## config.mk

```make
export PLATFORM = sky130hd
export DESIGN_NAME = nfs_ctrl
export DESIGN_NICKNAME = d
export VERILOG_FILES = /design/src/nfs_pkg.sv /design/src/nfs_ctrl.sv
export SDC_FILE = /design/constraint.sdc
export NUM_CORES = 1
export LEC_CHECK = 0
export ABC_AREA = 1
export BUFFER_PORTS_ARGS = -buffer_cell sky130_fd_sc_hd__buf_2
export CAP_MARGIN = 20
export CORE_AREA = 2 2 39 41
export DETAILED_ROUTE_END_ITERATION = 7
export DIE_AREA = 0 0 41 43
export GPL_TIMING_DRIVEN = 1
export HOLD_SLACK_MARGIN = 0.12
export SYNTH_ARGS = -nofsm -noshare
export SYNTH_HDL_FRONTEND = slang
export SYNTH_SLANG_ARGS = --single-unit
```

## constraint.sdc

```tcl
create_clock -name clock -period 2.4 [get_ports clock]
set_clock_uncertainty 0.05 [all_clocks]
set_input_delay 0.48 -clock clock [delete_from_list [all_inputs] [get_ports clock]]
set_output_delay 0.48 -clock clock [all_outputs]
set_load 0.02 [all_outputs]
```

## src/nfs_pkg.sv

```systemverilog
// Shared types and constants of the flow-shop scheduler.
package nfs_pkg;

   localparam int MAX_JOBS     = 32;
   localparam int MAX_MACHINES = 16;
   localparam int TIME_BITS    = 16;
   localparam int JOB_W        = 5;
   localparam int MACH_W       = 4;
   localparam int ADDR_W       = JOB_W + MACH_W;
   localparam int TOTAL_W      = 21;
   localparam int SPAN_W       = 25;
   localparam int JC_W         = 6;
   localparam int MC_W         = 5;
   localparam int CSR_IDX_W    = 2;

   localparam logic [CSR_IDX_W-1:0] CSR_JOB_COUNT     = 2'd0;
   localparam logic [CSR_IDX_W-1:0] CSR_MACHINE_COUNT = 2'd1;

   typedef enum logic [3:0] {
      OP_NONE,
      OP_LOAD,
      OP_SCAN,
      OP_PICK,
      OP_TRIAL_INIT,
      OP_READ,
      OP_CALC,
      OP_TRIAL_END,
      OP_INS_END,
      OP_EMIT_INIT,
      OP_EMIT
   } op_type;

   typedef enum logic [3:0] {
      ST_LOAD,
      ST_SCAN,
      ST_PICK,
      ST_TRIAL_INIT,
      ST_READ,
      ST_CALC,
      ST_TRIAL_END,
      ST_INS_END,
      ST_EMIT_INIT,
      ST_EMIT
   } state_type;

   typedef struct packed {
      op_type op;
   } dp_cmd_type;

   typedef struct packed {
      logic last_load;
      logic scan_end;
      logic rank_end;
      logic single;
      logic m_end;
      logic k_end;
      logic pos_end;
      logic i_end;
      logic emit_done;
   } dp_stat_type;

endpackage

```

## src/nfs_ctrl.sv

```systemverilog
// Sequencer of load, sort, insertion search and result phases.
module nfs_ctrl (
   input  logic                 clock,
   input  logic                 reset,
   input  logic                 req_valid,
   output logic                 req_stall,
   input  nfs_pkg::dp_stat_type stat,
   output nfs_pkg::dp_cmd_type  cmd
);

   nfs_pkg::state_type state_ff, state_in;

   always_ff @(posedge clock) begin
      if (reset) begin
         state_ff <= nfs_pkg::ST_LOAD;
      end else begin
         state_ff <= state_in;
      end
   end

   always_comb begin
      state_in  = state_ff;
      cmd.op    = nfs_pkg::OP_NONE;
      req_stall = 1'b1;
      unique case (state_ff)
         nfs_pkg::ST_LOAD: begin
            req_stall = 1'b0;
            if (req_valid) begin
               cmd.op = nfs_pkg::OP_LOAD;
               if (stat.last_load) state_in = nfs_pkg::ST_SCAN;
            end
         end
         nfs_pkg::ST_SCAN: begin
            cmd.op = nfs_pkg::OP_SCAN;
            if (stat.scan_end) state_in = nfs_pkg::ST_PICK;
         end
         nfs_pkg::ST_PICK: begin
            cmd.op = nfs_pkg::OP_PICK;
            if (!stat.rank_end) state_in = nfs_pkg::ST_SCAN;
            else if (stat.single) state_in = nfs_pkg::ST_EMIT_INIT;
            else state_in = nfs_pkg::ST_TRIAL_INIT;
         end
         nfs_pkg::ST_TRIAL_INIT: begin
            cmd.op   = nfs_pkg::OP_TRIAL_INIT;
            state_in = nfs_pkg::ST_READ;
         end
         nfs_pkg::ST_READ: begin
            cmd.op   = nfs_pkg::OP_READ;
            state_in = nfs_pkg::ST_CALC;
         end
         nfs_pkg::ST_CALC: begin
            cmd.op = nfs_pkg::OP_CALC;
            if (stat.m_end && stat.k_end) state_in = nfs_pkg::ST_TRIAL_END;
            else state_in = nfs_pkg::ST_READ;
         end
         nfs_pkg::ST_TRIAL_END: begin
            cmd.op = nfs_pkg::OP_TRIAL_END;
            if (stat.pos_end) state_in = nfs_pkg::ST_INS_END;
            else state_in = nfs_pkg::ST_TRIAL_INIT;
         end
         nfs_pkg::ST_INS_END: begin
            cmd.op = nfs_pkg::OP_INS_END;
            if (stat.i_end) state_in = nfs_pkg::ST_EMIT_INIT;
            else state_in = nfs_pkg::ST_TRIAL_INIT;
         end
         nfs_pkg::ST_EMIT_INIT: begin
            cmd.op   = nfs_pkg::OP_EMIT_INIT;
            state_in = nfs_pkg::ST_EMIT;
         end
         nfs_pkg::ST_EMIT: begin
            cmd.op = nfs_pkg::OP_EMIT;
            if (stat.emit_done) state_in = nfs_pkg::ST_LOAD;
         end
         default: begin
            state_in = nfs_pkg::ST_LOAD;
         end
      endcase
   end

endmodule

```

### Word-level counts from Yosys, hierarchy flattened

Cells that the tools add are included.
Widths: inputs -> output; s select.

| storage, ports and cells | value |
|---|---|
| bits in registers | 4 |
| input bits | 12 |

| operators by class | value |
|---|---|
| equal/unequal tests | 13 |
| mux-type cells | 13 |
| reduce and logical (&&, ||, !) cells | 3 |

Operator list:

| operator | number |
|---|---|
| $pmux 4 s10 | 2 |
| $mux 4 | 7 |
| $eq 4x3->1 const B | 4 |
| $eq 4x2->1 const B | 2 |
| $eq 4x4->1 const B | 2 |
| $ne 2x2->1 const B | 4 |
| $eq 4x1->1 const B | 1 |
| $logic_not 4->1 | 1 |
| $reduce_and 4->1 | 1 |
| $mux 3 | 1 |
| $mux 1 | 2 |
| $mux 2 | 1 |
| $logic_and 1x1->1 | 1 |

### Longest topological paths before layout

| depth | value |
|---|---|
| depth in word-level cells | 3 |
| mapped depth | 7 |

### Least setup slack after synthesis

No wires, ideal clock.

| path | value |
|---|---|
| path kind | register to output |
| start point | register state_ff[2] |
| end point | output port cmd[0] (netlist name) |
| arrival time | 1.025 ns |
| data required time | 1.870 ns |
| slack | 0.845 ns |
| stages on the path, launching flop included | 4 |
| cells stage by stage | dfxtp_1 nor2_2 o21ai_0 a21oi_1 |

RTL lines:

| what | RTL line | text |
|---|---|---|
| start: declaration | nfs_ctrl.sv:11 | `nfs_pkg::state_type state_ff, state_in;` |
| start signal: assignment | nfs_ctrl.sv:15 | `state_ff <= nfs_pkg::ST_LOAD;` |
| start signal: assignment | nfs_ctrl.sv:17 | `state_ff <= state_in;` |
| end: declaration | nfs_ctrl.sv:8 | `output nfs_pkg::dp_cmd_type cmd` |

==> run_results.csv <==
group,metric,value,unit
power_and_ir_drop,ir_drop,0.1918,mV
worst_setup_path,cp-start-kind,"register",
worst_setup_path,r2r_cells,7,
timing,slew_headroom,0.8167,
worst_setup_path,cp_max_fo,7,
logic_synthesis,synth.top_cells.by_area,"dfxtp_1 20%, nand2_1 14%, inv_1 9.6%, nand3_1 7.6%, nand3_2 7.6%",
worst_setup_path,path_class,"reg2out",
floorplanning,start_util,0.2839,
placement,dpl.hpwl,796.8,um
logic_synthesis,netlist.area_leader.share,0.2038,
worst_setup_path,crit_top_cell,"inv_1",
final_layout,drive_gt1_frac,0.4000,
clock_network,cts_tree,"done",
logic_synthesis,synth_cell_types,17,
logic_synthesis,ys_warn_count,0,
final_layout,nNetsFinal,99,
final_layout,nFillCells,145,
clock_network,hold_buffers,0,
final_layout,area_delta_synth_final,31.21,%
power_and_ir_drop,netSwitchingFraction,0.4016,
timing,setup_tns,0,ps
logic_synthesis,syn_nets,78,
worst_setup_path,timing.rr.start,"state_ff[3]",
worst_setup_path,cp_num_cells,6,
global_routing,track_usage,0.1483,
worst_setup_path,arrival,1290,ps
global_routing,grt_pass1_wl,1711,um
timing,period_share,0.7568,
logic_synthesis,synth_cells,66,
detailed_routing,routed.top_layer,"met4",
logic_synthesis,syn_avg_cell_area,5.953,um^2
global_routing,antenna_found_initial,0,
floorplanning,die_x,41,um
detailed_routing,drt_iter0_drc,6,
final_layout,top_regs,"state_ff (4)",
logic_synthesis,synth_area_leader_cell,"dfxtp_1",
worst_setup_path,crit_start,"state_ff[3]",
placement,dp_slack,847.4,ps
clock_network,cts_resized,0,
floorplanning,dieArea,1763,um^2
timing,layout_setup_ws,583.7,ps
global_routing,grt_max_degree,8,
placement,place.gp.congestion,0.8092,
timing,hold_viol_final,0,
detailed_routing,drcViolationCount,0,
logic_synthesis,ys_ff_latch,4,
timing,rsz0062_at_grt,"false",
clock_network,root_buffer,"clkbuf_4",
worst_setup_path,path_cells,"nor2_4 > inv_1 > o22ai_1 > inv_1 > nand2_1 > buf_2",
logic_synthesis,syn-cell-area,392.9,um^2
outcome,status,"completed",
floorplanning,core_area,1384,um^2
final_layout,largest_reg_flops,4,
detailed_routing,finalWirelength,986,um
timing,hold_ws,411.5,ps
clock_network,clk_latency,240,ps
power_and_ir_drop,p_clk_frac,0.298,
detailed_routing,vias,488,
worst_setup_path,cp.required,1870,ps
worst_setup_path,critPathMaxStageDelay,380,ps
timing,max_freq,550.6,MHz
global_routing,grt_pass1_vias,429,
power_and_ir_drop,p_seq_frac,0.284,
worst_setup_path,rr_endpoint,"state_ff[1]",
power_and_ir_drop,p_int,0.0001732,W
power_and_ir_drop,p_sw,0.0001163,W
power_and_ir_drop,p_leak,0.2892,nW
floorplanning,io-pin-count,17,
floorplanning,die_y,43,um
worst_setup_path,worstSetupEndpoint,"cmd[2]",
clock_network,clk_pin_slew,40,ps
detailed_routing,ant_nets,0,
timing,setup_violations,0,
final_layout,n_antenna_cell,0,
detailed_routing,drt-vias-per-instance,4.832,
clock_network,postCtsSetupBuffers,0,
clock_network,clk_path_buf_depth,2,
clock_network,cts_buffers,3,
worst_setup_path,reg2reg_slack,1190,ps
worst_setup_path,critical-path-top-delay-family,"flip-flops",
power_and_ir_drop,p_comb_frac,0.417,
detailed_routing,wl_met1,432,um
detailed_routing,drt-wirelength-per-cell,9.762,um
detailed_routing,routed-wl-met3,91,um
placement,portBuffers,16,
floorplanning,rows,14,
logic_synthesis,synth-seq-area-share,0.2038,
final_layout,top_register,"state_ff",
worst_setup_path,cp-end-kind,"primary output",
worst_hold_path,worstHoldPathType,"in2reg",
clock_network,cts.sinks,4,
worst_setup_path,crit_slowest_cell,"dfxtp_1",
worst_setup_path,path_buf_inv,3,
detailed_routing,firstDrtPassIters,4,
timing,finalCriticalPeriod,1816,ps
power_and_ir_drop,p_per_area,561.6,nW/um^2
timing,drv_slew,0,
clock_network,htreeDepth,1,
detailed_routing,wl_met2,421,um
timing,worstMarginPinSlew,274.6,ps
job,max_cap_violations,0,
global_routing,grt_overflow_total,0,
[metrics by stage]
stage,cells,instance area [um^2],utilization,power [W]
3_3_place_gp,98,493.0,0.3562,0.0002042
4_1_cts,101,515.5,0.3725,0.0002941
5_1_grt,101,515.5,0.3725,0.0003193
2_1_floorplan,66,392.9,-,0.0001685
6_report,101,515.5,0.3725,0.0002895
3_5_place_dp,98,493.0,0.3562,0.0002047
[layout make-up]
| cell class | instances | area (um^2) | area share |
|---|---|---|---|
| well taps | 16 | 20.02 | 0.03883 |
| inverters | 14 | 52.55 | 0.1019 |
| flip-flops and latches | 4 | 80.08 | 0.1553 |
| clock buffers | 3 | 22.52 | 0.04369 |
| repair buffers | 16 | 80.08 | 0.1553 |
| multi-input cells | 48 | 260.3 | 0.5049 |
[cells in the mapped netlist]
library cell,number
nand2_1,15
nand3_1,6
nor2_4,2
a21oi_1,3
nor2_1,4
inv_1,10
nand4_1,2
o21ai_0,2
o21ai_1,1
nand2_2,2
nand3b_1,1
o22ai_1,2
a31oi_1,1
dfxtp_1,4
inv_2,4
nor2_2,4
nand3_2,3
[power by group through the flow]
stage          sequential (W)  combinational (W)  clock (W)
4_1_cts             0.0000824           0.000122  0.0000899
2_1_floorplan       0.0000817          0.0000868          0
3_5_place_dp        0.0000836           0.000121          0
5_1_grt             0.0000835           0.000137  0.0000992
3_3_place_gp        0.0000832           0.000121          0
6_report            0.0000823           0.000121  0.0000864
[layout by cell type, fill, tap and decap left out, types with 3 or more instances in the layout]
cell type  count
inv_2          4
clkbuf_4       3
nand2_1       15
nand3_1        6
buf_2         16
nor2_2         4
inv_1         10
nor2_1         4
dfxtp_1        4
nand3_2        3
a21oi_1        3
[worst min path at each step]
stage | end | slack [ps] | start | cells after the start
global route | state_ff[2] | 400 | reset | 2
finish | state_ff[2] | 410 | reset | 2
global placement | state_ff[3] | 560 | state_ff[3] | 2
floorplan | state_ff[0] | 500 | reset | 1
detailed placement | state_ff[3] | 570 | state_ff[3] | 2
CTS | state_ff[2] | 410 | reset | 2
[per-layer routing]
layer / up-vias / global-route usage
met5: - / 0
met4: 0 / 0.1200
met3: 5 / 0.04712
met2: 25 / 0.2094
met1: 205 / 0.1725
li1: 253 / -
[logic make-up (layout without fill, tap and decap cells)]
kind of cell,count (synthesis),in the layout,synth area share
compound gates,9,9,0.1242
buf+inv,14,33,0.1338
flops,4,4,0.2038
simple gates,39,39,0.5382
Power figures use the tool's default switching activity.
